===== config.mk =====
export PLATFORM = sky130hd
export DESIGN_NAME = tick_rate_timekeeper_top_flat
export DESIGN_NICKNAME = d
export VERILOG_FILES = /design/src/hdl/trt_pkg.sv /design/src/hdl/trt_in_if.sv /design/src/hdl/trt_out_if.sv /design/src/hdl/tick_rate_timekeeper_top.sv /design/src/hdl/trt_div.sv /design/src/hdl/trt_mul.sv /design/src/flat_wrapper.sv
export SDC_FILE = /design/constraint.sdc
export NUM_CORES = 2
export LEC_CHECK = 0
export BUFFER_PORTS_ARGS = -buffer_cell sky130_fd_sc_hd__buf_2
export CORE_MARGIN = 4
export CORE_UTILIZATION = 31
export CTS_CLUSTER_SIZE = 14
export DETAILED_ROUTE_END_ITERATION = 10
export PLACE_DENSITY = 0.59
export SYNTH_ARGS = -nofsm -noshare
export SYNTH_HDL_FRONTEND = slang
export SYNTH_HIERARCHICAL = 1
export SYNTH_SLANG_ARGS = --single-unit
export TNS_END_PERCENT = 20

===== constraint.sdc =====
create_clock -name clk -period 10.8 [get_ports clk]
set_input_delay 1.08 -clock clk [delete_from_list [all_inputs] [get_ports clk]]
set_output_delay 1.08 -clock clk [all_outputs]
set_load 0.01 [all_outputs]

===== src/hdl/trt_pkg.sv =====
// Shared types and constants of the tick rate timekeeper.
// Holds widths, derivation constants and the sequencer state type.
// No dependencies; compile first.
`default_nettype none

package trt_pkg;

    // Field widths
    localparam int HZ_W     = 24;
    localparam int RELOAD_W = 16;
    localparam int RATE_W   = 21;
    localparam int CNT_W    = 32;
    localparam int MS_W     = 32;
    localparam int FRAC_W   = 32;
    localparam int TS_W     = 64;

    // Internal widths: per-tick whole ms fits 6 bits (65535 * scale < 2^48),
    // the nanosecond sum fits 52 bits.
    localparam int PT_MS_W  = 6;
    localparam int NS_W     = 52;
    localparam int MUL_W    = 32;
    localparam int PROD_W   = 2 * MUL_W;

    // Divider widths
    localparam int DVD_W    = 22;
    localparam int DSR_W    = 24;
    localparam int STEP_W   = $clog2(DVD_W + 1);

    // Divide by three on the multiplier: floor(x / 3) = (x * THIRD_RECIP) >> 33
    // for any 32-bit x
    localparam logic [MUL_W-1:0]    THIRD_RECIP = 32'hAAAAAAAB;
    localparam int                  THIRD_SHIFT = 33;

    // Derivation constants
    localparam logic [DVD_W-1:0]    CLOCK_HZ   = 22'd3579545;
    localparam logic [HZ_W-1:0]     MIN_HZ     = 24'd18;
    localparam logic [HZ_W-1:0]     MAX_HZ     = 24'd1193181;
    localparam logic [RELOAD_W-1:0] RELOAD_MAX = 16'hFFFF;
    localparam logic [RELOAD_W-1:0] RELOAD_MIN = 16'd1;
    localparam logic [MUL_W-1:0]    MS_SCALE   = 32'hDBB3A062;
    localparam logic [MUL_W-1:0]    NS_PER_MS  = 32'd1000000;
    localparam logic [HZ_W-1:0]     RESET_HZ   = 24'd1000;

    // Sequencer states: derivation pass, idle, per-tick pass
    typedef enum logic [3:0] {
        ST_D_HZ_ISSUE,
        ST_D_HZ_WAIT,
        ST_D_HZ3_ISSUE,
        ST_D_HZ3_WAIT,
        ST_D_RL_ISSUE,
        ST_D_RL_WAIT,
        ST_D_RL3_ISSUE,
        ST_D_RL3_WAIT,
        ST_D_SCALE,
        ST_D_STORE,
        ST_IDLE,
        ST_T_MUL_MS,
        ST_T_MUL_FR,
        ST_T_SUM
    } trt_state_t;

endpackage

`default_nettype wire


===== src/hdl/trt_in_if.sv =====
// Input channel of the tick rate timekeeper: valid/ready plus tick flag.
// Depends on nothing.
`default_nettype none

interface trt_in_if;
    logic valid;
    logic ready;
    logic tick;

    modport source (output valid, output tick, input ready);
    modport sink   (input valid, input tick, output ready);
endinterface

`default_nettype wire


===== src/hdl/trt_out_if.sv =====
// Result channel of the tick rate timekeeper: valid/ready plus payload.
// Depends on trt_pkg for field widths.
`default_nettype none

interface trt_out_if;
    logic                              valid;
    logic                              ready;
    logic [trt_pkg::TS_W-1:0]          elapsed_ns;
    logic [trt_pkg::CNT_W-1:0]         tick_total;
    logic [trt_pkg::HZ_W-1:0]          rate_echo;
    logic [trt_pkg::RELOAD_W-1:0]      reload_used;
    logic [trt_pkg::RATE_W-1:0]        corrected_hz;

    modport source (output valid, output elapsed_ns, output tick_total,
                    output rate_echo, output reload_used, output corrected_hz,
                    input ready);
    modport sink   (input valid, input elapsed_ns, input tick_total,
                    input rate_echo, input reload_used, input corrected_hz,
                    output ready);
endinterface

`default_nettype wire


===== src/hdl/tick_rate_timekeeper_top.sv =====
// Top level of the tick rate timekeeper: sequencer, accumulators, output register.
// Depends on trt_pkg, trt_in_if, trt_out_if, trt_div and trt_mul.
//
//   Channel   Dir  Handshake      Payload
//   in_ch     in   valid/ready    tick (1)
//   out_ch    out  valid/ready    elapsed_ns (64), tick_total (32), rate_echo (24),
//                                 reload_used (16), corrected_hz (21)
//   cfg       in   cfg_we         cfg_wdata (24): requested_hz
//
// A tick item is accepted and accumulated, then passes twice through the
// shared 32x32 multiplier (whole ms, then fraction), then the nanosecond sum.
// An item with tick low is taken in the idle state and changes nothing.
// After reset and after every cfg write a derivation pass runs two divisions
// through the bit-serial divider and three multiplies (two divides by three,
// then the scale), during which in_ch.ready is low.
// A result waiting on out_ch holds the sequencer in its sum state; the next item
// is taken once it has moved on.
`default_nettype none

module tick_rate_timekeeper_top (
    input  wire logic                      clk,
    input  wire logic                      rst_n,
    input  wire logic                      cfg_we,
    input  wire logic [trt_pkg::HZ_W-1:0]  cfg_wdata,
    trt_in_if.sink                         in_ch,
    trt_out_if.source                      out_ch
);

    trt_pkg::trt_state_t state_reg, state_next;

    logic [trt_pkg::HZ_W-1:0]     hz_reg;
    logic [trt_pkg::CNT_W-1:0]    count_reg;
    logic [trt_pkg::MS_W-1:0]     ms_reg;
    logic [trt_pkg::FRAC_W-1:0]   frac_reg;
    logic [trt_pkg::RELOAD_W-1:0] reload_reg, reload_next;
    logic [trt_pkg::RATE_W-1:0]   rate_reg;
    logic [trt_pkg::PT_MS_W-1:0]  pt_ms_reg;
    logic [trt_pkg::FRAC_W-1:0]   pt_frac_reg;
    logic [trt_pkg::NS_W-1:0]     ns_reg;
    logic                         out_valid_reg;
    logic [trt_pkg::NS_W-1:0]     out_ns_reg;
    logic [trt_pkg::CNT_W-1:0]    out_count_reg;
    logic [trt_pkg::HZ_W-1:0]     out_hz_reg;
    logic [trt_pkg::RELOAD_W-1:0] out_reload_reg;
    logic [trt_pkg::RATE_W-1:0]   out_rate_reg;

    logic                         div_start;
    logic [trt_pkg::DVD_W-1:0]    div_dividend;
    logic [trt_pkg::DSR_W-1:0]    div_divisor;
    logic                         div_done;
    logic [trt_pkg::DVD_W-1:0]    div_quot;
    logic [trt_pkg::MUL_W-1:0]    mul_a;
    logic [trt_pkg::MUL_W-1:0]    mul_b;
    logic [trt_pkg::PROD_W-1:0]   mul_prod;
    logic                         in_ready;
    logic                         tick_go;
    logic                         out_load;
    logic [trt_pkg::FRAC_W:0]     frac_sum;
    logic [trt_pkg::RELOAD_W-1:0] reload_calc;

    trt_div u_div (
        .clk      (clk),
        .rst_n    (rst_n),
        .start    (div_start),
        .dividend (div_dividend),
        .divisor  (div_divisor),
        .done     (div_done),
        .quot_rnd (div_quot)
    );

    trt_mul u_mul (
        .clk  (clk),
        .op_a (mul_a),
        .op_b (mul_b),
        .prod (mul_prod)
    );

    // Next state
    always_comb
    begin
        state_next = state_reg;
        case (state_reg)
            trt_pkg::ST_D_HZ_ISSUE:  state_next = trt_pkg::ST_D_HZ_WAIT;
            trt_pkg::ST_D_HZ_WAIT:   if (div_done) state_next = trt_pkg::ST_D_HZ3_ISSUE;
            trt_pkg::ST_D_HZ3_ISSUE: state_next = trt_pkg::ST_D_HZ3_WAIT;
            trt_pkg::ST_D_HZ3_WAIT:  state_next = trt_pkg::ST_D_RL_ISSUE;
            trt_pkg::ST_D_RL_ISSUE:  state_next = trt_pkg::ST_D_RL_WAIT;
            trt_pkg::ST_D_RL_WAIT:   if (div_done) state_next = trt_pkg::ST_D_RL3_ISSUE;
            trt_pkg::ST_D_RL3_ISSUE: state_next = trt_pkg::ST_D_RL3_WAIT;
            trt_pkg::ST_D_RL3_WAIT:  state_next = trt_pkg::ST_D_SCALE;
            trt_pkg::ST_D_SCALE:     state_next = trt_pkg::ST_D_STORE;
            trt_pkg::ST_D_STORE:     state_next = trt_pkg::ST_IDLE;
            trt_pkg::ST_IDLE:        if (tick_go) state_next = trt_pkg::ST_T_MUL_MS;
            trt_pkg::ST_T_MUL_MS:    state_next = trt_pkg::ST_T_MUL_FR;
            trt_pkg::ST_T_MUL_FR:    state_next = trt_pkg::ST_T_SUM;
            trt_pkg::ST_T_SUM:       if (out_load) state_next = trt_pkg::ST_IDLE;
            default:                 state_next = trt_pkg::ST_D_HZ_ISSUE;
        endcase
        // A rate write restarts derivation
        if (cfg_we)
        begin
            state_next = trt_pkg::ST_D_HZ_ISSUE;
        end
    end

    // Sequencer outputs: handshakes, divider and multiplier operands
    always_comb
    begin
        in_ready     = (state_reg == trt_pkg::ST_IDLE);
        div_start    = 1'b0;
        div_dividend = trt_pkg::CLOCK_HZ;
        div_divisor  = hz_reg;
        mul_a        = frac_reg;
        mul_b        = trt_pkg::NS_PER_MS;
        case (state_reg)
            trt_pkg::ST_D_HZ_ISSUE:
            begin
                div_start = 1'b1;
            end
            trt_pkg::ST_D_HZ3_ISSUE, trt_pkg::ST_D_RL3_ISSUE:
            begin
                // Round half up of q / 3 is floor((q + 1) / 3)
                mul_a = trt_pkg::MUL_W'(div_quot) + trt_pkg::MUL_W'(1);
                mul_b = trt_pkg::THIRD_RECIP;
            end
            trt_pkg::ST_D_RL_ISSUE:
            begin
                div_start   = 1'b1;
                div_divisor = trt_pkg::DSR_W'(reload_reg);
            end
            trt_pkg::ST_D_SCALE:
            begin
                mul_a = trt_pkg::MUL_W'(reload_reg);
                mul_b = trt_pkg::MS_SCALE;
            end
            trt_pkg::ST_T_MUL_MS:
            begin
                mul_a = ms_reg;
            end
            default:
            begin
                div_start = 1'b0;
            end
        endcase
        tick_go  = in_ch.valid && in_ready && in_ch.tick;
        out_load = (state_reg == trt_pkg::ST_T_SUM) && (!out_valid_reg || out_ch.ready);
    end

    // Clamp the reload to the valid range
    always_comb
    begin
        reload_calc = mul_prod[trt_pkg::THIRD_SHIFT +: trt_pkg::RELOAD_W];
        if (hz_reg <= trt_pkg::MIN_HZ)
        begin
            reload_next = trt_pkg::RELOAD_MAX;
        end
        else if (hz_reg >= trt_pkg::MAX_HZ)
        begin
            reload_next = trt_pkg::RELOAD_MIN;
        end
        else if (reload_calc == '0)
        begin
            reload_next = trt_pkg::RELOAD_MIN;
        end
        else
        begin
            reload_next = reload_calc;
        end
    end

    assign frac_sum = {1'b0, frac_reg} + {1'b0, pt_frac_reg};

    // Control state, rate register and accumulators
    always_ff @(posedge clk or negedge rst_n)
    begin
        if (!rst_n)
        begin
            state_reg     <= trt_pkg::ST_D_HZ_ISSUE;
            hz_reg        <= trt_pkg::RESET_HZ;
            count_reg     <= '0;
            ms_reg        <= '0;
            frac_reg      <= '0;
            out_valid_reg <= 1'b0;
        end
        else
        begin
            state_reg <= state_next;
            if (cfg_we)
            begin
                hz_reg <= cfg_wdata;
            end
            // Accumulate the per-tick time on each accepted tick
            if (tick_go)
            begin
                frac_reg  <= frac_sum[trt_pkg::FRAC_W-1:0];
                ms_reg    <= ms_reg + trt_pkg::MS_W'(pt_ms_reg)
                             + trt_pkg::MS_W'(frac_sum[trt_pkg::FRAC_W]);
                count_reg <= count_reg + trt_pkg::CNT_W'(1);
            end
            // Drop the result once taken, hold it while stalled
            if (out_load)
            begin
                out_valid_reg <= 1'b1;
            end
            else if (out_ch.ready)
            begin
                out_valid_reg <= 1'b0;
            end
        end
    end

    // Derived values, nanosecond partial sum and result payload
    always_ff @(posedge clk)
    begin
        // Reload and achieved rate come from the divide-by-three product
        if (state_reg == trt_pkg::ST_D_HZ3_WAIT)
        begin
            reload_reg <= reload_next;
        end
        if (state_reg == trt_pkg::ST_D_RL3_WAIT)
        begin
            rate_reg <= mul_prod[trt_pkg::THIRD_SHIFT +: trt_pkg::RATE_W];
        end
        // Per-tick time is (reload * scale) >> 10 in 32.32
        if (state_reg == trt_pkg::ST_D_STORE)
        begin
            pt_ms_reg   <= mul_prod[trt_pkg::FRAC_W+10 +: trt_pkg::PT_MS_W];
            pt_frac_reg <= mul_prod[10 +: trt_pkg::FRAC_W];
        end
        if (state_reg == trt_pkg::ST_T_MUL_FR)
        begin
            ns_reg <= mul_prod[trt_pkg::NS_W-1:0];
        end
        if (out_load)
        begin
            out_ns_reg     <= ns_reg + trt_pkg::NS_W'(mul_prod[trt_pkg::PROD_W-1:trt_pkg::FRAC_W]);
            out_count_reg  <= count_reg;
            out_hz_reg     <= hz_reg;
            out_reload_reg <= reload_reg;
            out_rate_reg   <= rate_reg;
        end
    end

    assign in_ch.ready         = in_ready;
    assign out_ch.valid        = out_valid_reg;
    assign out_ch.elapsed_ns   = trt_pkg::TS_W'(out_ns_reg);
    assign out_ch.tick_total   = out_count_reg;
    assign out_ch.rate_echo    = out_hz_reg;
    assign out_ch.reload_used  = out_reload_reg;
    assign out_ch.corrected_hz = out_rate_reg;

`ifndef SYNTH
    a_tick_starts_pass: assert property (@(posedge clk) disable iff (!rst_n)
        (tick_go && !cfg_we) |=> (state_reg == trt_pkg::ST_T_MUL_MS))
        else $error("accepted tick did not start the multiply pass");

    a_count_steps_once: assert property (@(posedge clk) disable iff (!rst_n)
        tick_go |=> (count_reg == $past(count_reg) + trt_pkg::CNT_W'(1)))
        else $error("tick count did not advance by one");

    a_reload_nonzero: assert property (@(posedge clk) disable iff (!rst_n)
        (state_reg == trt_pkg::ST_IDLE) |-> (reload_reg != '0))
        else $error("derived reload is zero");

    a_no_overwrite: assert property (@(posedge clk) disable iff (!rst_n)
        (out_valid_reg && !out_ch.ready) |=>
            (out_valid_reg && $stable(out_count_reg) && $stable(out_ns_reg)))
        else $error("stalled result overwritten");
`endif

endmodule

`default_nettype wire


===== src/hdl/trt_div.sv =====
// Iterative restoring divider, one quotient bit per cycle, with a
// round-half-up quotient output. Depends on trt_pkg.
`default_nettype none

module trt_div (
    input  wire logic                        clk,
    input  wire logic                        rst_n,
    input  wire logic                        start,
    input  wire logic [trt_pkg::DVD_W-1:0]   dividend,
    input  wire logic [trt_pkg::DSR_W-1:0]   divisor,
    output logic                             done,
    output logic [trt_pkg::DVD_W-1:0]        quot_rnd
);

    logic [trt_pkg::DSR_W-1:0]  rem_reg, rem_next;
    logic [trt_pkg::DVD_W-1:0]  quo_reg, quo_next;
    logic [trt_pkg::DSR_W-1:0]  dsr_reg;
    logic [trt_pkg::STEP_W-1:0] step_reg, step_next;
    logic                       done_reg, done_next;
    logic [trt_pkg::DSR_W:0]    trial;
    logic                       round_up;

    // Trial subtract of the divisor from the shifted partial remainder
    assign trial = {rem_reg, quo_reg[trt_pkg::DVD_W-1]} - {1'b0, dsr_reg};

    // Advance one quotient bit a cycle
    always_comb
    begin
        rem_next  = rem_reg;
        quo_next  = quo_reg;
        step_next = step_reg;
        done_next = 1'b0;
        if (start)
        begin
            rem_next  = '0;
            quo_next  = dividend;
            step_next = trt_pkg::STEP_W'(trt_pkg::DVD_W);
        end
        else if (step_reg != '0)
        begin
            if (trial[trt_pkg::DSR_W])
            begin
                rem_next = {rem_reg[trt_pkg::DSR_W-2:0], quo_reg[trt_pkg::DVD_W-1]};
            end
            else
            begin
                rem_next = trial[trt_pkg::DSR_W-1:0];
            end
            quo_next  = {quo_reg[trt_pkg::DVD_W-2:0], ~trial[trt_pkg::DSR_W]};
            step_next = step_reg - trt_pkg::STEP_W'(1);
            done_next = (step_reg == trt_pkg::STEP_W'(1));
        end
    end

    // Hold step count and done flag
    always_ff @(posedge clk or negedge rst_n)
    begin
        if (!rst_n)
        begin
            step_reg <= '0;
            done_reg <= 1'b0;
        end
        else
        begin
            step_reg <= step_next;
            done_reg <= done_next;
        end
    end

    // Hold partial remainder, quotient and divisor
    always_ff @(posedge clk)
    begin
        rem_reg <= rem_next;
        quo_reg <= quo_next;
        if (start)
        begin
            dsr_reg <= divisor;
        end
    end

    // Round half up: bump the quotient when twice the remainder reaches the divisor
    assign round_up = ({rem_reg, 1'b0} >= {1'b0, dsr_reg});
    assign quot_rnd = quo_reg + trt_pkg::DVD_W'(round_up);
    assign done     = done_reg;

endmodule

`default_nettype wire


===== src/hdl/trt_mul.sv =====
// Shared 32x32 multiplier with a registered product.
// Depends on trt_pkg.
`default_nettype none

module trt_mul (
    input  wire logic                        clk,
    input  wire logic [trt_pkg::MUL_W-1:0]   op_a,
    input  wire logic [trt_pkg::MUL_W-1:0]   op_b,
    output logic [trt_pkg::PROD_W-1:0]       prod
);

    logic [trt_pkg::PROD_W-1:0] prod_reg;

    // Register the product every cycle
    always_ff @(posedge clk)
    begin
        prod_reg <= trt_pkg::PROD_W'(op_a) * trt_pkg::PROD_W'(op_b);
    end

    assign prod = prod_reg;

endmodule

`default_nettype wire


===== src/flat_wrapper.sv =====
// flat-port wrapper written by rule: the top's interface ports become plain ports
module tick_rate_timekeeper_top_flat 
  (clk, rst_n, cfg_we, cfg_wdata, in_ch_valid, in_ch_tick, in_ch_ready, out_ch_valid, out_ch_elapsed_ns, out_ch_tick_total, out_ch_rate_echo, out_ch_reload_used, out_ch_corrected_hz, out_ch_ready);
  trt_in_if in_ch_i ();
  trt_out_if out_ch_i ();
  input  wire logic clk;
  input  wire logic rst_n;
  input  wire logic cfg_we;
  input  wire logic [trt_pkg::HZ_W-1:0] cfg_wdata;
  input wire logic [$bits(in_ch_i.valid)-1:0] in_ch_valid;
  input wire logic [$bits(in_ch_i.tick)-1:0] in_ch_tick;
  output wire logic [$bits(in_ch_i.ready)-1:0] in_ch_ready;
  output wire logic [$bits(out_ch_i.valid)-1:0] out_ch_valid;
  output wire logic [$bits(out_ch_i.elapsed_ns)-1:0] out_ch_elapsed_ns;
  output wire logic [$bits(out_ch_i.tick_total)-1:0] out_ch_tick_total;
  output wire logic [$bits(out_ch_i.rate_echo)-1:0] out_ch_rate_echo;
  output wire logic [$bits(out_ch_i.reload_used)-1:0] out_ch_reload_used;
  output wire logic [$bits(out_ch_i.corrected_hz)-1:0] out_ch_corrected_hz;
  input wire logic [$bits(out_ch_i.ready)-1:0] out_ch_ready;
  assign in_ch_i.valid = in_ch_valid;
  assign in_ch_i.tick = in_ch_tick;
  assign in_ch_ready = in_ch_i.ready;
  assign out_ch_valid = out_ch_i.valid;
  assign out_ch_elapsed_ns = out_ch_i.elapsed_ns;
  assign out_ch_tick_total = out_ch_i.tick_total;
  assign out_ch_rate_echo = out_ch_i.rate_echo;
  assign out_ch_reload_used = out_ch_i.reload_used;
  assign out_ch_corrected_hz = out_ch_i.corrected_hz;
  assign out_ch_i.ready = out_ch_ready;
  tick_rate_timekeeper_top u_core (.clk(clk), .rst_n(rst_n), .cfg_we(cfg_we), .cfg_wdata(cfg_wdata), .in_ch(in_ch_i), .out_ch(out_ch_i));
endmodule

# == Yosys cells after proc, flatten, opt, wreduce, memory -nomap -nowiden ==
# Cells that the tools add are included.
# word_totals
reg_bits,537
word_cells,89
input_bits,30
# classes
muxes,19
add_sub_neg,9
n_bitwise,1
multipliers,1
n_lt_le_gt_ge,3
n_eq_ne,18
n_reduce_logical,14
# op_table
cell,n
32-bit one-hot mux with 3 select lines,1
32-bit by 32-bit multiplier with 64-bit output,1
32-bit one-hot mux with 2 select lines,1
4-bit one-hot mux with 14 select lines,1
52-bit by 32-bit adder with 52-bit output,1
16-bit two-way mux,3
32-bit by 32-bit adder with 33-bit output,1
32-bit by 1-bit adder with 32-bit output,1
32-bit by 1-bit adder with 32-bit output (second input constant),1
32-bit by 6-bit adder with 32-bit output,1
25-bit by 24-bit >= comparator with 1-bit output,1
25-bit by 24-bit subtractor with 25-bit output,1
4-bit == test (second input constant),6
24-bit by 21-bit >= comparator with 1-bit output (second input constant),1
24-bit by 5-bit <= comparator with 1-bit output (second input constant),1
24-bit two-way mux,1
22-bit by 1-bit adder with 23-bit output (second input constant),1
22-bit by 1-bit adder with 22-bit output,1
4-bit two-way mux,5
4-bit by 3-bit == test with 1-bit output (second input constant),4
16-bit zero test,1
5-bit two-way mux,2
4-bit by 2-bit == test with 1-bit output (second input constant),2
3-bit by 2-bit inequality test with 1-bit output (second input constant),2
15 further kinds,24

# == Longest topological paths before layout ==
# logic_depth
word_depth,6
mapped_depth,47

# == Modules after synthesis ==
# Netlist, hierarchy kept.
# modules_own_cells
mod,cells_each,n_inst,area_per_inst_um2,seq_area_each_um2
trt_mul,3815,1,34967.3,1281.2
tick_rate_timekeeper_top,1532,1,18746.7,11303.3
trt_div,523,1,5011.1,2011.9

# == Worst setup path before layout ==
# OpenSTA, ideal clock, no wires.
# synth_path
kind,register -> register
from,register u_core/u_div/dsr_reg[3] in the netlist's numbering
to,register u_core.u_mul.prod_reg (netlist bit u_core/u_mul/prod[59])
slack_ns,0.547
n_path_buf,2
required_ns,10.674
path_stages_with_launch,46
t_arrival_ns,10.127
path_cell_list,edfxtp_1 > inv_1 > ha_1 > nor2b_1 > nand4_1 > o211a_1 > o21bai_1 > a21oi_1 > o21a_1 > o21ai_0 > ha_1 > nand4_1 > nor2_1 > and3_1 > nand3_1 > xnor2_1 > and3_1 > nand4_1 > (+10 left out) > inv_1 > fa_1 > fa_1 > inv_1 > fa_1 > fa_1 > fa_1 > inv_1 > ha_1 > clkbuf_1 > a21oi_1 > o21ai_0 > and3_1 > a2111o_1 > a211o_1 > and3_1 > nor4_1 > nor3_1
# synth_via
elab_chain_len,5
# synth_lines
element,line_no,rtl
from (decl),trt_div.sv:17,logic [trt_pkg::DSR_W-1:0] dsr_reg;
from (signal assigned),trt_div.sv:77,dsr_reg <= divisor;
25-bit by 24-bit >= comparator with 1-bit output,trt_div.sv:82,"assign round_up = ({rem_reg, 1'b0} >= {1'b0, dsr_reg});"
22-bit by 1-bit adder with 22-bit output,trt_div.sv:83,assign quot_rnd = quo_reg + trt_pkg::DVD_W'(round_up);
"named net u_core.div_quot, one bit",tick_rate_timekeeper_top.sv:51,logic [trt_pkg::DVD_W-1:0] div_quot;
22-bit by 1-bit adder with 23-bit output,tick_rate_timekeeper_top.sv:123,mul_a = trt_pkg::MUL_W'(div_quot) + trt_pkg::MUL_W'(1);
32-bit one-hot mux with 3 select lines,tick_rate_timekeeper_top.sv:115,case (state_reg)
"named net u_core.mul_a, one bit",tick_rate_timekeeper_top.sv:52,logic [trt_pkg::MUL_W-1:0] mul_a;
32-bit by 32-bit multiplier with 64-bit output,trt_mul.sv:17,prod_reg <= trt_pkg::PROD_W'(op_a) * trt_pkg::PROD_W'(op_b);
to (signal assigned),trt_mul.sv:17,
to (decl),trt_mul.sv:12,logic [trt_pkg::PROD_W-1:0] prod_reg;
# The timed path passes the listed nets, and every way through them passes these cells.
# A chain may end at the register's enable or synchronous reset.

# == Worst setup path in the final report ==
# layout_path
from,register u_core/u_div/dsr_reg[3] in the netlist's numbering
to,register u_core.u_mul.prod_reg (netlist bit u_core/u_mul/prod[57])
# Same word-level chain as after synthesis.

==> impl_metrics.env <==
export IMPL_antenna_found_initial=16
export IMPL_syn2layout_area_growth_pct=15.7
export IMPL_groute_usage_overall_pct=17.0
export IMPL_clkTransAtPathRegs_ns=0.07
export IMPL_cp_common_cell="fa_1"
export IMPL_rows=159
export IMPL_clock_fmax_mhz=95.3
export IMPL_cp_arrival_ns=11.02
export IMPL_synth_compound_area_share_pct=8.01
export IMPL_vias=42600
export IMPL_total_power_mw=4.50
export IMPL_routedWlPerCell_um=19.3
export IMPL_hold_viol_final=0
export IMPL_max_cap_violations=0
export IMPL_end_kind="register"
export IMPL_slew_violations=0
export IMPL_grt_pass1_vias=44900
export IMPL_grt_pass1_wl_mm=264
export IMPL_wl_mm=169
export IMPL_ys_seq_elements=537
export IMPL_fillers=18900
export IMPL_cpPeakStageDelay_ns=0.56
export IMPL_hold_class="reg -> reg"
export IMPL_cts_tree="built"
export IMPL_rsz0062_at_grt="yes"
export IMPL_ys_warn_count=6
export IMPL_async_flop_share_pct=24.4
export IMPL_fin_crit_ns=10.50
export IMPL_start_util_pct=31.2
export IMPL_post_route_util_pct=36.1
export IMPL_synth_top_area_share_pct=30.7
export IMPL_coreArea_um2=188000
export IMPL_synthTopCellsByArea="fa_1 (31%), edfxtp_1 (16%), ha_1 (7.7%), and2_1 (6.6%), inv_1 (6.0%)"
export IMPL_die_height_um=443
export IMPL_fin_crit_sh_pct=97.2
export IMPL_critPathSlowestCell="fa_1"
export IMPL_gr_total_overflow=0
export IMPL_htreeDepth=2
export IMPL_worstMarginPinSlew_ns=1.10
export IMPL_worst_setup_path_start_kind="register"
export IMPL_hpwlAfterDp_mm=132
export IMPL_die_w_um=443
export IMPL_synth_adder_area_share_pct=38.4
export IMPL_synth_edf_count=318
export IMPL_die_area_um2=196000
export IMPL_powerDensity_nw_per_um2=66.2
export IMPL_yosysTopAreaCell="fa_1"
export IMPL_clock_tree_buffer_depth=3
export IMPL_dr_pass1_iters=6
export IMPL_synthFlopType="edfxtp_1"
export IMPL_cp_max_fo=10
export IMPL_status="completed"
export IMPL_fin_worst_skew_ns=0.0387
export IMPL_ys_types=102
export IMPL_ir_worst_vdd_v=0.000133
export IMPL_ctsHoldBuffers=0
export IMPL_port_buffers=176
export IMPL_synth_xor_area_share_pct=3.77
export IMPL_syn_area_um2=58700
export IMPL_io_pins=189
export IMPL_cts_sinks=537
export IMPL_synthMuxAreaShare_pct=1.20
export IMPL_nets=7517
export IMPL_drive_above_1_share_pct=15.0
export IMPL_viasPerCell=4.85
export IMPL_drc_errors=0
export IMPL_critPathRequiredTime_ns=11.33
export IMPL_clk_insertion_delay_late_ns=0.65
export IMPL_worst_setup_path_type="reg -> reg"
export IMPL_ys_seq_area_share_pct=24.9
export IMPL_place_congestion=0.914
export IMPL_setup_viol=0
export IMPL_synth_avg_cell_area_um2=10.0
export IMPL_cts_root_buf="clkbuf_16"
export IMPL_drtAntennaViolNets=0
export IMPL_p_leak_nw=31.6
export IMPL_drtIter0Drc=2938
export IMPL_fin_hold_ws_ns=0.404
export IMPL_numCtsBuffers=55
export IMPL_synthSimpleGateAreaFrac_pct=15.5
export IMPL_synth_cells=5870
export IMPL_maxSlewHeadroom_pct=26.2
export IMPL_synth_top_family_by_area="adder cells"
export IMPL_largest_reg_flops=64
export IMPL_grt_max_degree=161
export IMPL_fin_setup_tns_ns=0
[metrics by stage]
step / instances / area [um^2] / setup WS, ns
floorplan: 5942 / 59000 / 0.547
global placement: 8630 / 64800 / -0.261
detailed placement: 8630 / 64800 / -0.397
CTS: 8737 / 66800 / 0.00866
global route: 8766 / 67900 / -0.0764
finish: 8771 / 67900 / 0.304
[final timing paths]
check / from / end / slack (ns) / depth (start not counted)
min in group asynchronous: rst_n / u_core/count_reg[18] / 0.46 / 1
worst min-delay path: u_core/u_mul/prod[2] / u_core/ns_reg[2] / 0.40 / 0
worst max-delay path: u_core/u_div/dsr_reg[3] / u_core/u_mul/prod[57] / 0.30 / 44
worst min register to register: u_core/u_mul/prod[2] / u_core/ns_reg[2] / 0.40 / 0
max in group asynchronous: rst_n / u_core/ms_reg[7] / 9.00 / 2
worst max register to register: u_core/u_div/dsr_reg[3] / u_core/u_mul/prod[57] / 0.30 / 44
[cell type report]
cell class                      count  area [um^2]  area share [%]
Timing Repair Buffer              548         4240            6.24
Clock inverter                     32          430           0.633
Tap cell                         2495         3120            4.59
Inverter                          941         3530            5.20
Clock buffer                       72         1490            2.20
Sequential cell                   537        14600            21.5
Antenna cell                        5         12.5          0.0184
Multi-Input combinational cell   4141        40500            59.6
[Yosys cell counts, drive strengths merged, types with 29 or more instances]
cell / n
inv: 940
fa: 900
nand2: 678
and2: 617
ha: 363
edfxtp: 318
clkbuf: 285
a21oi: 210
xnor2: 173
nor2: 155
o21ai: 142
dfrtp: 125
a21o: 96
dfxtp: 88
nand3: 85
nand4: 79
xor2: 78
mux2: 60
and3: 43
buf: 38
nor3: 38
a31oi: 29
[cells by family (layout without fill, tap and decap cells)]
| logic type | Yosys count | after routing |
|---|---|---|
| AOI/OAI and AO/OA | 697 | 697 |
| xor gates and xnor gates | 251 | 251 |
| adders and majority gates | 1263 | 1263 |
| buffers and inverters | 1264 | 1593 |
| DFF | 537 | 537 |
| muxes | 63 | 63 |
| other | 2 | 79 |
| and+or+nand+nor | 1793 | 1793 |
[report_power, final]
| group | switching [mW] | total, mW | internal (mW) |
|---|---|---|---|
| combinational | 0.149 | 0.253 | 0.105 |
| sequential | 0.0370 | 2.23 | 2.20 |
| clock | 0.838 | 2.01 | 1.18 |
| total | 1.02 | 4.50 | 3.48 |
[per-layer routing]
metal / up-vias / track usage [%] / wire [um]
met5: - / 0 / 0
met4: 0 / 4.68 / 4990
met3: 232 / 1.71 / 9710
met2: 1253 / 28.7 / 81300
met1: 21800 / 23.3 / 73400
li1: 19300 / - / -
[worst max-delay path, delay by kind of cell, from the launching register on]
family                     cells  cell delay [ns]
AOI/OAI and AO/OA             11             2.08
xor gates and xnor gates       2             0.36
adders and majority gates     11             4.76
buffers and inverters          9             0.98
DFF                            1             0.34
and+or+nand+nor               11             1.89
[repair_timing]
action | CTS | global route
resized for setup | 9 | 164
pin swaps | 6 | 88
setup endpoints to repair | 34 | 37
cloned | 0 | 4
buffers inserted | 3 | 25
[cell usage in the layout, fill, tap and decap left out, types with 14 or more instances in the layout]
cell type,count
a21o_1,96
a21oi_1,168
a21oi_2,40
a311oi_2,14
a31oi_1,24
and2_1,611
and3_1,36
buf_12,36
buf_2,175
buf_4,322
clkbuf_16,60
conb_1,74
dfrtp_1,125
dfxtp_1,88
edfxtp_1,318
fa_1,891
ha_1,342
ha_4,19
inv_1,931
mux2_2,60
nand2_1,675
nand2b_1,16
nand3_1,79
nand4_1,79
nor2_1,146
nor2b_1,19
nor3_1,24
o211ai_1,14
o21a_1,18
o21ai_0,110
o21ai_1,15
o21ai_2,16
o21bai_1,26
xnor2_1,162
xor2_1,75
Power figures use the tool's default switching activity.
